==> config.mk <==
export PLATFORM = sky130hd
export DESIGN_NAME = lrtm_luma
export DESIGN_NICKNAME = d
export VERILOG_FILES = /design/src/rtl/lrtm_pkg.sv /design/src/rtl/lrtm_luma.sv
export SDC_FILE = /design/constraint.sdc
export NUM_CORES = 2
export LEC_CHECK = 0
export ABC_CLOCK_PERIOD_IN_PS = 5190
export BUFFER_PORTS_ARGS = -buffer_cell sky130_fd_sc_hd__buf_2
export CAP_MARGIN = 20
export CELL_PAD_IN_SITES_DETAIL_PLACEMENT = 1
export CELL_PAD_IN_SITES_GLOBAL_PLACEMENT = 1
export CORE_MARGIN = 2
export CORE_UTILIZATION = 46
export CTS_BUF_LIST = sky130_fd_sc_hd__clkbuf_4
export CTS_CLUSTER_SIZE = 30
export DETAILED_ROUTE_END_ITERATION = 10
export PLACE_DENSITY_LB_ADDON = 0.1
export SLEW_MARGIN = 20
export SYNTH_ARGS = -nofsm -noshare
export SYNTH_HDL_FRONTEND = slang
export SYNTH_SLANG_ARGS = --single-unit
==> constraint.sdc <==
create_clock -name clk -period 5.19 [get_ports clk]
set_input_delay 0.2595 -clock clk [delete_from_list [all_inputs] [get_ports clk]]
set_output_delay 0.2595 -clock clk [all_outputs]
set_load 0.01 [all_outputs]
==> src/rtl/lrtm_pkg.sv <==
// ----------------------------------------------------------------------------
// lrtm_pkg
// Shared constants, bus types and the gamma table for the tone mapper.
// ----------------------------------------------------------------------------
package lrtm_pkg;

  // Fixed-point format of the radiance channels and gamma table size
  localparam int FRAC_BITS        = 16;
  localparam int GAMMA_TABLE_BITS = 10;

  localparam int CHAN_W = 24;
  localparam int CODE_W = 8;
  localparam int NUM_CH = 3;

  // Channel slots
  localparam int CH_RED   = 0;
  localparam int CH_GREEN = 1;
  localparam int CH_BLUE  = 2;

  // Luminance weights, Q0.16, sum is exactly 1.0
  localparam int WGT_W = 16;
  localparam logic [WGT_W-1:0] W_RED   = 16'd13933;
  localparam logic [WGT_W-1:0] W_GREEN = 16'd46871;
  localparam logic [WGT_W-1:0] W_BLUE  = 16'd4732;
  localparam logic [NUM_CH-1:0][WGT_W-1:0] LUMA_WGT = {W_BLUE, W_GREEN, W_RED};

  localparam int PROD_W = CHAN_W + WGT_W;
  localparam int SUM_W  = PROD_W + 2;
  localparam int LUM_W  = CHAN_W;

  // Divisor 1 + L, wide enough for both terms
  localparam int DEN_W = ((FRAC_BITS + 1 > LUM_W) ? FRAC_BITS + 1 : LUM_W) + 1;
  localparam logic [DEN_W-1:0] ONE_FX = DEN_W'(1) << FRAC_BITS;

  localparam int QUO_W = FRAC_BITS;

  // Table index from the quotient
  localparam int GAMMA_SIZE = 1 << GAMMA_TABLE_BITS;
  localparam int IDX_SHR    = (FRAC_BITS >= GAMMA_TABLE_BITS) ?
                              FRAC_BITS - GAMMA_TABLE_BITS : 0;
  localparam int IDX_SHL    = (FRAC_BITS >= GAMMA_TABLE_BITS) ?
                              0 : GAMMA_TABLE_BITS - FRAC_BITS;
  localparam int IDX_EXT_W  = QUO_W + IDX_SHL;

  localparam logic [CODE_W-1:0] CODE_MAX = '1;

  // Output queue sized to cover every word in flight
  localparam int PIPE_LAT   = FRAC_BITS + 5;
  localparam int FIFO_DEPTH = 1 << $clog2(PIPE_LAT + 2);
  localparam int PTR_W      = $clog2(FIFO_DEPTH);
  localparam int CNT_W      = PTR_W + 1;

  typedef logic [CHAN_W-1:0] chan_t;
  typedef logic [CODE_W-1:0] code_t;

  typedef struct packed {
    logic                     valid;
    chan_t [NUM_CH-1:0]       chan;
    logic [DEN_W-1:0]         den;
  } luma_bus_t;

  typedef struct packed {
    logic                         valid;
    logic [NUM_CH-1:0]            sat;
    logic [NUM_CH-1:0][QUO_W-1:0] quo;
  } quo_bus_t;

  typedef struct packed {
    logic               valid;
    code_t [NUM_CH-1:0] code;
  } code_bus_t;

  // Gamma 1/2.2 as exponent 5/11: entry i is the largest k with
  // k^11 * N^5 <= 255^11 * i^5, N = table size. Built at elaboration.
  localparam int GPOW_NUM = 11;
  localparam int GPOW_DEN = 5;
  localparam int GPOW_W   = CODE_W * GPOW_NUM + GPOW_DEN * GAMMA_TABLE_BITS + 2;

  typedef logic [GPOW_W-1:0] gpow_t;
  typedef logic [GAMMA_SIZE-1:0][CODE_W-1:0] gamma_rom_t;

  function automatic gpow_t gpow(input gpow_t base, input int n);
    gpow_t p;
    int    j;
    p = gpow_t'(1);
    for (j = 0; j < n; j++) begin
      p = p * base;
    end
    return p;
  endfunction

  function automatic gamma_rom_t gamma_rom_build();
    gamma_rom_t rom;
    gpow_t      full;
    gpow_t      rhs;
    gpow_t      lhs;
    code_t      k;
    code_t      t;
    int         i;
    int         b;
    rom  = '0;
    full = gpow(gpow_t'(CODE_MAX), GPOW_NUM);
    for (i = 0; i < GAMMA_SIZE; i++) begin
      rhs = full * gpow(gpow_t'(i), GPOW_DEN);
      k   = '0;
      // binary search, left side is monotonic in k
      for (b = CODE_W - 1; b >= 0; b--) begin
        t   = k | (code_t'(1) << b);
        lhs = gpow(gpow_t'(t), GPOW_NUM) << (GPOW_DEN * GAMMA_TABLE_BITS);
        if (lhs <= rhs) begin
          k = t;
        end
      end
      rom[i] = k;
    end
    return rom;
  endfunction

  localparam gamma_rom_t GAMMA_ROM = gamma_rom_build();

endpackage

==> src/rtl/lrtm_luma.sv <==
// ----------------------------------------------------------------------------
// lrtm_luma
// Two stages: weighted products, then sum to luminance and form 1 + L.
// ----------------------------------------------------------------------------
module lrtm_luma (
  input  logic                                       clk,
  input  logic                                       rst_n,
  input  logic                                       in_valid,
  input  lrtm_pkg::chan_t [lrtm_pkg::NUM_CH-1:0]     in_chan,
  output lrtm_pkg::luma_bus_t                        luma
);

  logic                                                  va_r;
  logic                                                  vb_r;
  lrtm_pkg::chan_t [lrtm_pkg::NUM_CH-1:0]                ca_r;
  lrtm_pkg::chan_t [lrtm_pkg::NUM_CH-1:0]                cb_r;
  logic [lrtm_pkg::NUM_CH-1:0][lrtm_pkg::PROD_W-1:0]    prod_r;
  logic [lrtm_pkg::DEN_W-1:0]                            den_r;
  logic [lrtm_pkg::SUM_W-1:0]                            sum;
  logic [lrtm_pkg::LUM_W-1:0]                            lum;

  always_ff @(posedge clk) begin
    if (!rst_n) begin
      va_r <= 1'b0;
      vb_r <= 1'b0;
    end else begin
      va_r <= in_valid;
      vb_r <= va_r;
    end
  end

  always_comb begin
    sum = lrtm_pkg::SUM_W'(prod_r[lrtm_pkg::CH_RED])
        + lrtm_pkg::SUM_W'(prod_r[lrtm_pkg::CH_GREEN])
        + lrtm_pkg::SUM_W'(prod_r[lrtm_pkg::CH_BLUE]);
    lum = sum[lrtm_pkg::WGT_W +: lrtm_pkg::LUM_W];
  end

  always_ff @(posedge clk) begin
    ca_r <= in_chan;
    for (int ch = 0; ch < lrtm_pkg::NUM_CH; ch++) begin
      prod_r[ch] <= lrtm_pkg::PROD_W'(lrtm_pkg::LUMA_WGT[ch])
                  * lrtm_pkg::PROD_W'(in_chan[ch]);
    end
    cb_r  <= ca_r;
    den_r <= lrtm_pkg::ONE_FX + lrtm_pkg::DEN_W'(lum);
  end

  assign luma.valid = vb_r;
  assign luma.chan  = cb_r;
  assign luma.den   = den_r;

endmodule

==> run metrics <==
status=complete, no violations; area leader, netlist=fa_1; vias in the first global route=between 20000 and 25000; dominant cells by area after synthesis=fa_1 31%, ha_1 21%, dfxtp_1 21%; Syn Std Cell Area=roughly 0.027 mm2; non-filler cells, final=just over 4000; routability cong.=0.941; fillcell total=~6500; CP cell instances=dlygate4sd3_1, buf_2, fa_1, ha_1, fa_1, inv_1, fa_1, inv_1, fa_1, ha_1, nand2_1, o21ai_0, a21oi_1, a21oi_1, nor2_1, o41ai_1, a21oi_1, xnor2_1; Crit Reg-Reg Endpoint=den_r[23]; Reg2Reg Depth=12; CTS tree=built; WL per Instance=between 15 and 20 um; row count=~90; max-cap violations=0; part of the cycle the worst path needs=a little over nine tenths; gr usage total=a little over a quarter; HP Start=in_chan[5]; synthesis-to-finish area growth=23.9%; CP arrival=between 5 and 6 ns; Max Buffers Root-to-Sink=3; HP Class=in -> reg; dpl cells=between 3000 and 4000; final hold viol count=0; TritonCTS buffer count=78; Skew-Pair Late Insertion Delay=about 0.84 ns; Req. time, crit path=~5.9 ns; Worst setup EP type=flip-flop; PortBufs=172; Worst Path Max Fanout=8; area share of the largest cell type after synthesis=between 30% and 40%; top_reg_cell synth=dfxtp_1; DP HPWL=about 66000 um; # IOs=between 150 and 200; Critical path origin=in_chan[52]; post-route ant nets=0; Total Wirelength=76200 um; measured slew at the worst slew-check pin=roughly 0.7 ns; # setup viols final=0; critical path class=in -> reg; origin of the critical flop-to-flop path=prod_r[83]; die footprint=0.0611 mm2; startpoint types=input port; htree depth=3; Die Wd=around 250 um; register area share after synthesis=approximately a fifth; Final Net Count=4158; most frequent CP cell=fa_1; max incr delay on CP=between 0.5 and 0.6 ns; clk_skew=0.0508 ns; Vert. Die Dim=247 um; Remaining Overflow, GRT=0; Setup crit end=prod_r[104]; achievable frequency=197 MHz; CP max-delay cell=fa_1; Final min period=slightly above 5 ns; most numerous cell in the Yosys netlist=inv_1; EDFF count, synth=0; layout cell share with drive strength beyond 1=between 20 and 25%; Syn Area/Cell=between 10 and 15 um2; antenna violations before repair=4; vias=roughly 20000; Pins Over Slew Limit=0; Slew HR=52.0%; initial core utilization=roughly 46%; ys async rst share=0%; DRC viols=0; Clock Pin Slew Worst Setup and Hold Paths=0.07 ns; number of synthesis warnings=0; R2R Setup Slk=around 0.73 ns; largest net degree at the start of global routing=13; Initial DRT Pass Iterations=4; most frequent cells after synthesis=610 x inv_1, 456 x ha_1, 428 x fa_1; Root Buffer=clkbuf_4; 1st-iter DRT viols=about 570; vias per cell=between 4 and 5; first-pass GRT wire length=about 120000 um; Sink Count=280; Net Count, Synth=around 3500; flops & latches, synth=280; Distinct cells, synth=63; area of the core=roughly 0.059 mm2; Post-Synthesis Cells=between 2000 and 3000
repair_timing:
| item | CTS | global route |
|---|---|---|
| hold buffers | 74 | 0 |
| endpoints found under the hold margin | 80 | 0 |
| buffers inserted | 0 | 3 |
| resized for setup | 0 | 50 |
| endpoints found under the setup margin | 0 | 19 |
kinds of logic after synthesis:
logic type / count (synthesis) / share of synthesized area [%]
fa+ha+maj: 884 / 52.5
flops: 280 / 20.6
simple gates: 260 / 4.81
compound gates: 364 / 8.81
xor+xnor: 144 / 4.66
buf+inv: 627 / 8.66
per-stage QoR:
step	setup TNS [ns]	instance area [um2]	utilization (%)	hold slack, ns	worst slack (ns)
floorplan	0	27300	-	0.287	0.00781
global placement	-9.83	31500	53.6	0.310	-0.780
detailed placement	-13.31	31500	53.6	0.313	-0.811
CTS	0	33400	56.8	0.0240	0.0152
global route	-0.102	33700	57.3	0.0742	-0.0445
finish	0	33700	57.3	0.116	0.118
cell usage in the layout (no fill, tap or decap), types with 8 or more instances in the layout:
master	instances
and3_1	8
a21o_1	73
nand3_1	21
buf_4	331
dlygate4sd3_1	74
xnor2_1	84
nor2_1	60
o21bai_1	19
ha_4	15
inv_1	610
o21a_1	12
a21oi_2	8
nand2_1	62
xor2_1	58
nand2b_1	14
nor3_1	19
a21oi_1	118
a211oi_1	8
dfxtp_1	280
clkbuf_4	108
nor2b_1	12
clkinv_1	13
nand4_1	20
buf_2	171
fa_1	422
o21ai_0	39
ha_1	440
area by class of cell:
class | instances | area (um2) | share of cell area, %
timing repair buffer | 577 | 4090 | 12.1
tap | 773 | 967 | 2.87
antenna | 1 | 2.50 | 0.00743
clock inverter | 32 | 330 | 0.980
inverter | 610 | 2290 | 6.79
multi-input combinational | 1652 | 19600 | 58.2
sequential | 280 | 5610 | 16.6
clock buffer | 108 | 811 | 2.41
worst min-delay path by stage:
stage | to | slack [ns] | depth (start not counted)
3_3_place_gp | luma[68] | 0.31 | 0
4_1_cts | ca_r[23] | 0.02 | 2
6_report | prod_r[5] | 0.12 | 5
3_5_place_dp | luma[32] | 0.31 | 0
5_1_grt | ca_r[50] | 0.07 | 2
2_1_floorplan | ca_r[0] | 0.29 | 0
routing by layer:
metal  share of wire [%]  track usage (%)  wire (um)
met2                  50             46.9      38300
met1                  42             32.6      32200
met5               0.014                0         11
met4                 2.8             8.44       2130
met3                 4.7             4.68       3550
sequential cells by signal, summed over array words and instances, names as in the netlist:
register / cells
vb_r: 1
luma: 72
prod_r: 110
va_r: 1
den_r: 25
ca_r: 71
worst max-delay path, delay by kind of cell:
kind,cells,cell delay (ns)
and+or+nand+nor,2,0.20
AOI/OAI and AO/OA,5,1.61
adders and majority gates,6,2.54
xor gates and xnor gates,1,0.26
buffers and inverters,4,0.88
Power is left out: the tool's default activity adds up to more than one toggle a clock period on the data nets, which glitch-free logic cannot reach.
