--- config.mk ---
export PLATFORM = sky130hd
export DESIGN_NAME = lrtm_div
export DESIGN_NICKNAME = d
export VERILOG_FILES = /design/src/rtl/lrtm_pkg.sv /design/src/rtl/lrtm_div.sv
export SDC_FILE = /design/constraint.sdc
export NUM_CORES = 2
export LEC_CHECK = 0
export BUFFER_PORTS_ARGS = -buffer_cell sky130_fd_sc_hd__buf_2
export CORE_MARGIN = 5
export CORE_UTILIZATION = 61
export CTS_CLUSTER_SIZE = 40
export DETAILED_ROUTE_END_ITERATION = 8
export PLACE_DENSITY = 0.81
export SYNTH_ARGS = -nofsm -noshare
export SYNTH_HDL_FRONTEND = slang
export SYNTH_SLANG_ARGS = --single-unit
--- constraint.sdc ---
create_clock -name clk -period 8.9 [get_ports clk]
set_clock_uncertainty 0.05 [all_clocks]
set_input_delay 0.89 -clock clk [delete_from_list [all_inputs] [get_ports clk]]
set_output_delay 0.89 -clock clk [all_outputs]
set_load 0.005 [all_outputs]
--- src/rtl/lrtm_pkg.sv ---
// ----------------------------------------------------------------------------
// lrtm_pkg
// Shared constants, bus types and the gamma table for the tone mapper.
// ----------------------------------------------------------------------------
package lrtm_pkg;

  // Fixed-point format of the radiance channels and gamma table size
  localparam int FRAC_BITS        = 16;
  localparam int GAMMA_TABLE_BITS = 10;

  localparam int CHAN_W = 24;
  localparam int CODE_W = 8;
  localparam int NUM_CH = 3;

  // Channel slots
  localparam int CH_RED   = 0;
  localparam int CH_GREEN = 1;
  localparam int CH_BLUE  = 2;

  // Luminance weights, Q0.16, sum is exactly 1.0
  localparam int WGT_W = 16;
  localparam logic [WGT_W-1:0] W_RED   = 16'd13933;
  localparam logic [WGT_W-1:0] W_GREEN = 16'd46871;
  localparam logic [WGT_W-1:0] W_BLUE  = 16'd4732;
  localparam logic [NUM_CH-1:0][WGT_W-1:0] LUMA_WGT = {W_BLUE, W_GREEN, W_RED};

  localparam int PROD_W = CHAN_W + WGT_W;
  localparam int SUM_W  = PROD_W + 2;
  localparam int LUM_W  = CHAN_W;

  // Divisor 1 + L, wide enough for both terms
  localparam int DEN_W = ((FRAC_BITS + 1 > LUM_W) ? FRAC_BITS + 1 : LUM_W) + 1;
  localparam logic [DEN_W-1:0] ONE_FX = DEN_W'(1) << FRAC_BITS;

  localparam int QUO_W = FRAC_BITS;

  // Table index from the quotient
  localparam int GAMMA_SIZE = 1 << GAMMA_TABLE_BITS;
  localparam int IDX_SHR    = (FRAC_BITS >= GAMMA_TABLE_BITS) ?
                              FRAC_BITS - GAMMA_TABLE_BITS : 0;
  localparam int IDX_SHL    = (FRAC_BITS >= GAMMA_TABLE_BITS) ?
                              0 : GAMMA_TABLE_BITS - FRAC_BITS;
  localparam int IDX_EXT_W  = QUO_W + IDX_SHL;

  localparam logic [CODE_W-1:0] CODE_MAX = '1;

  // Output queue sized to cover every word in flight
  localparam int PIPE_LAT   = FRAC_BITS + 5;
  localparam int FIFO_DEPTH = 1 << $clog2(PIPE_LAT + 2);
  localparam int PTR_W      = $clog2(FIFO_DEPTH);
  localparam int CNT_W      = PTR_W + 1;

  typedef logic [CHAN_W-1:0] chan_t;
  typedef logic [CODE_W-1:0] code_t;

  typedef struct packed {
    logic                     valid;
    chan_t [NUM_CH-1:0]       chan;
    logic [DEN_W-1:0]         den;
  } luma_bus_t;

  typedef struct packed {
    logic                         valid;
    logic [NUM_CH-1:0]            sat;
    logic [NUM_CH-1:0][QUO_W-1:0] quo;
  } quo_bus_t;

  typedef struct packed {
    logic               valid;
    code_t [NUM_CH-1:0] code;
  } code_bus_t;

  // Gamma 1/2.2 as exponent 5/11: entry i is the largest k with
  // k^11 * N^5 <= 255^11 * i^5, N = table size. Built at elaboration.
  localparam int GPOW_NUM = 11;
  localparam int GPOW_DEN = 5;
  localparam int GPOW_W   = CODE_W * GPOW_NUM + GPOW_DEN * GAMMA_TABLE_BITS + 2;

  typedef logic [GPOW_W-1:0] gpow_t;
  typedef logic [GAMMA_SIZE-1:0][CODE_W-1:0] gamma_rom_t;

  function automatic gpow_t gpow(input gpow_t base, input int n);
    gpow_t p;
    int    j;
    p = gpow_t'(1);
    for (j = 0; j < n; j++) begin
      p = p * base;
    end
    return p;
  endfunction

  function automatic gamma_rom_t gamma_rom_build();
    gamma_rom_t rom;
    gpow_t      full;
    gpow_t      rhs;
    gpow_t      lhs;
    code_t      k;
    code_t      t;
    int         i;
    int         b;
    rom  = '0;
    full = gpow(gpow_t'(CODE_MAX), GPOW_NUM);
    for (i = 0; i < GAMMA_SIZE; i++) begin
      rhs = full * gpow(gpow_t'(i), GPOW_DEN);
      k   = '0;
      // binary search, left side is monotonic in k
      for (b = CODE_W - 1; b >= 0; b--) begin
        t   = k | (code_t'(1) << b);
        lhs = gpow(gpow_t'(t), GPOW_NUM) << (GPOW_DEN * GAMMA_TABLE_BITS);
        if (lhs <= rhs) begin
          k = t;
        end
      end
      rom[i] = k;
    end
    return rom;
  endfunction

  localparam gamma_rom_t GAMMA_ROM = gamma_rom_build();

endpackage

--- src/rtl/lrtm_div.sv ---
// ----------------------------------------------------------------------------
// lrtm_div
// Pipelined restoring divider, three lanes: q = (c << FRAC_BITS) / (1 + L).
// One quotient bit per stage; c >= 1 + L is flagged as saturated up front.
// ----------------------------------------------------------------------------
module lrtm_div (
  input  logic                clk,
  input  logic                rst_n,
  input  lrtm_pkg::luma_bus_t luma,
  output lrtm_pkg::quo_bus_t  quo
);

  logic [lrtm_pkg::FRAC_BITS:0]                          vld_r;
  logic [lrtm_pkg::DEN_W-1:0]                            den_r [lrtm_pkg::FRAC_BITS+1];
  logic [lrtm_pkg::NUM_CH-1:0][lrtm_pkg::DEN_W-1:0]     rem_r [lrtm_pkg::FRAC_BITS+1];
  logic [lrtm_pkg::NUM_CH-1:0][lrtm_pkg::QUO_W-1:0]     q_r   [lrtm_pkg::FRAC_BITS+1];
  logic [lrtm_pkg::NUM_CH-1:0]                           sat_r [lrtm_pkg::FRAC_BITS+1];

  always_ff @(posedge clk) begin
    if (!rst_n) begin
      vld_r <= '0;
    end else begin
      vld_r <= {vld_r[lrtm_pkg::FRAC_BITS-1:0], luma.valid};
    end
  end

  // entry stage: saturation check, remainder starts at c (at zero if saturated)
  always_ff @(posedge clk) begin
    den_r[0] <= luma.den;
    for (int ch = 0; ch < lrtm_pkg::NUM_CH; ch++) begin
      sat_r[0][ch] <= lrtm_pkg::DEN_W'(luma.chan[ch]) >= luma.den;
      rem_r[0][ch] <= (lrtm_pkg::DEN_W'(luma.chan[ch]) >= luma.den) ?
                      '0 : lrtm_pkg::DEN_W'(luma.chan[ch]);
      q_r[0][ch]   <= '0;
    end
  end

  for (genvar s = 1; s <= lrtm_pkg::FRAC_BITS; s++) begin : g_step
    logic [lrtm_pkg::NUM_CH-1:0][lrtm_pkg::DEN_W:0]   shl;
    logic [lrtm_pkg::NUM_CH-1:0]                      ge;
    logic [lrtm_pkg::NUM_CH-1:0][lrtm_pkg::DEN_W-1:0] rem_nxt;

    always_comb begin
      for (int ch = 0; ch < lrtm_pkg::NUM_CH; ch++) begin
        shl[ch]     = {rem_r[s-1][ch], 1'b0};
        ge[ch]      = shl[ch] >= {1'b0, den_r[s-1]};
        rem_nxt[ch] = ge[ch] ? lrtm_pkg::DEN_W'(shl[ch] - {1'b0, den_r[s-1]})
                             : lrtm_pkg::DEN_W'(shl[ch]);
      end
    end

    always_ff @(posedge clk) begin
      den_r[s] <= den_r[s-1];
      sat_r[s] <= sat_r[s-1];
      rem_r[s] <= rem_nxt;
      for (int ch = 0; ch < lrtm_pkg::NUM_CH; ch++) begin
        q_r[s][ch] <= {q_r[s-1][ch][lrtm_pkg::QUO_W-2:0], ge[ch]};
      end
    end
  end

  assign quo.valid = vld_r[lrtm_pkg::FRAC_BITS];
  assign quo.sat   = sat_r[lrtm_pkg::FRAC_BITS];
  assign quo.quo   = q_r[lrtm_pkg::FRAC_BITS];

  // remainder must stay below the divisor in every lane
  a_rem_below_den: assert property (@(posedge clk) disable iff (!rst_n)
    vld_r[lrtm_pkg::FRAC_BITS] |->
      (rem_r[lrtm_pkg::FRAC_BITS][lrtm_pkg::CH_RED]   < den_r[lrtm_pkg::FRAC_BITS]) &&
      (rem_r[lrtm_pkg::FRAC_BITS][lrtm_pkg::CH_GREEN] < den_r[lrtm_pkg::FRAC_BITS]) &&
      (rem_r[lrtm_pkg::FRAC_BITS][lrtm_pkg::CH_BLUE]  < den_r[lrtm_pkg::FRAC_BITS]))
    else $error("divider remainder out of range");

endmodule

==> results.yml <==
global_routing:
  grt_pass1_wl_um: 521000
  grt_overflow: 0
  globalRouteTotalUtil: 0.359
  grt_pass1_vias: 88800
  antenna_found_initial: 15
  grt_start_max_net_pins: 51
synthesis:
  yosysTopAreaCellShare: 0.378
  synth_nets: 13500
  seq_area_frac_synth: 0.378
  avgSynthCellArea_sq_um: 9.06
  synth_common_cells: "dfxtp_1 (2,073), ha_1 (1,269), o21ai_0 (1,031)"
  yosys_warnings: 0
  yosys_register_bits: 2073
  ys.flop_type: "dfxtp_1"
  async_flop_share: 0
  syn_inst: 12100
  yosysMostFrequentCell: "dfxtp_1"
  synth_cell_type_count: 88
  synth_edf_count: 0
  synthesis.area_sq_um: 110000
  yosys.area.top_type: "dfxtp_1"
  synth.area.top_cells: "dfxtp_1 (38%), ha_1 (14%), o21ai_0 (4.7%)"
clock_network:
  insertion_delay_ns: 0.89
  cts_max_path_buffers: 3
  holdBufCountCts: 0
  post_cts_resized: 0
  cts_sinks: 2073
  h-tree-depth: 4
  cts_buffers: 213
  clockRootBuffer: "clkbuf_16"
  cts_tree: "built"
  cts_setup_buffers: 0
  clk_pin_slew_worst_paths_ns: 0.07
finish:
  nFillCells: 14400
  finish.net_count: 13700
  layout-drive-gt1-share: 0.0814
  syn2layout_area_growth_pct: 10.1
  finish.utilization: 0.676
timing:
  max_slew_margin: 0.152
  min_period_ns: 4.89
  max_freq_mhz: 205
  hold_ws_ns: 0.0858
  finalSetupViolCount: 0
  grt_setup_unrepaired: "no"
  slew_violations: 0
  period_share: 0.549
  worstMarginPinSlew_ns: 1.27
  worst_slack_ns: 4.01
  hold_viol: 0
  setup_tns_ns: 0
worst_setup_path:
  r2r_start: "den_r[0][225]"
  worst-setup-path-type: "flip-flop to flip-flop"
  cp.arrival_ns: 5.60
  start_kind: "flip-flop"
  critical_path.startpoint: "den_r[0][225]"
  cp_max_fo: 48
  r2r_end: "rem_r[0][779]"
  r2r_slack_ns: 4.01
  worstSetupEndpointType: "flip-flop"
  worstRegToRegCells: 12
  required_ns: 9.62
power_and_ir_drop:
  seqPwrFrac: 0.304
  combPwrFrac: 0.518
  internal_power_mw: 30.9
  p_leak_nw: 54.4
  peakVddDrop_mv: 0.238
  switching_share: 0.433
  p_clk_frac: 0.178
  power.density_nw_per_um2: 452
  p_switching_mw: 23.6
  power_mw: 54.6
run_status:
  outcome: "finished, final reports clean"
flow_run:
  cap_violations: 0
drt:
  vias: 90600
  routed_wl_um: 348000
  firstDrtPassIters: 6
  first_iter_violations: 7982
  avgRoutedWirePerCell_um: 23.5
  viasPerCell: 6.12
  antenna_left: 0
  drc: 0
floorplan:
  dieArea_sq_um: 188000
  fp.dieH_um: 434
  coreArea_sq_um: 179000
  ioPinCount: 152
  die-width_um: 434
  rows: 155
  start_util: 0.614
hold_path:
  min_path_type: "input pin to flip-flop"
  whs_endpoint: "den_r[0][22]"
  min_path_cells: 1
  hold_start: "luma[22]"
placed_design:
  post-dp-hpwl_um: 281000
  portBuffers: 151
  preCtsSetupSlack_ns: 4.22
  routabilityCongestion: 1.05
-- critical path, cell delays in order, from the launching register on --
cell and delay [ns]:
dfxtp_1 1.01, fa_1 0.36, nor2b_1 0.08, o31a_1 0.28, o41a_1 0.39, o41ai_4 0.34, o31ai_2 0.18, a221o_1 0.40
a31oi_2 0.28, a21oi_1 0.16, a2111oi_4 0.34, buf_4 0.48, mux2_1 0.37
-- state kept, by name, indices dropped and copies added, names as in the netlist --
name / count
sat_r: 51
rem_r: 1197
vld_r: 17
q_r: 408
den_r: 400
-- per-stage QoR --
stage	cells	area [sq um]
CTS	14800	121000
detailed placement	14400	113000
floorplan	12100	110000
finish	14800	121000
global placement	14400	113000
global route	14800	121000
-- power by group through the flow --
stage          Combinational (mW)  Sequential [mW]  Clock (mW)
6_report                     28.2             16.6        9.71
5_1_grt                      30.9             16.7        10.2
2_1_floorplan                20.9             14.6           0
3_3_place_gp                 26.7             16.6           0
3_5_place_dp                 27.4             16.6           0
4_1_cts                      27.7             16.5        9.84
-- how the worst max path moves through the flow --
stage,end,slack (ns),depth (start not counted)
2_1_floorplan,rem_r[0][1117],5.24,14
3_3_place_gp,rem_r[0][553],4.26,12
4_1_cts,rem_r[0][553],4.15,12
6_report,rem_r[0][779],4.01,12
3_5_place_dp,rem_r[0][553],4.22,12
5_1_grt,rem_r[0][553],3.75,12
-- layout by cell type, fill, tap and decap left out, types with 400 or more instances in the layout --
cell type,instances
dfxtp_1,2073
ha_1,1269
o21ai_0,1030
nand2_1,990
a21oi_1,985
nor2_1,704
inv_1,701
xnor2_1,489
a21o_1,421
xor2_1,400
-- layout make-up --
type / count / area (sq um) / area share
diodes: 3 / 7.51 / 0.0000621
clock buffers: 289 / 6050 / 0.0501
clock inverters: 109 / 1700 / 0.0141
inverters: 701 / 2630 / 0.0218
multi-input cells: 9078 / 64900 / 0.537
flip-flops and latches: 2073 / 41500 / 0.344
well taps: 2355 / 2950 / 0.0244
repair buffers: 195 / 1090 / 0.00899
-- metal layers --
layer | share of wire | track usage
met1 | 0.37 | 0.402
met2 | 0.46 | 0.604
met3 | 0.064 | 0.0568
met4 | 0.099 | 0.296
met5 | 0.00016 | 0
-- kinds of logic after synthesis --
group,share of synthesized area
AO/OA/AOI/OAI,0.197
XOR/XNOR,0.0709
adder cells (fa/ha/maj),0.153
buffers and inverters,0.0332
flip-flops,0.378
multiplexers,0.0367
AND/OR/NAND/NOR,0.131
No activity file was read; power rests on OpenSTA's default activity.
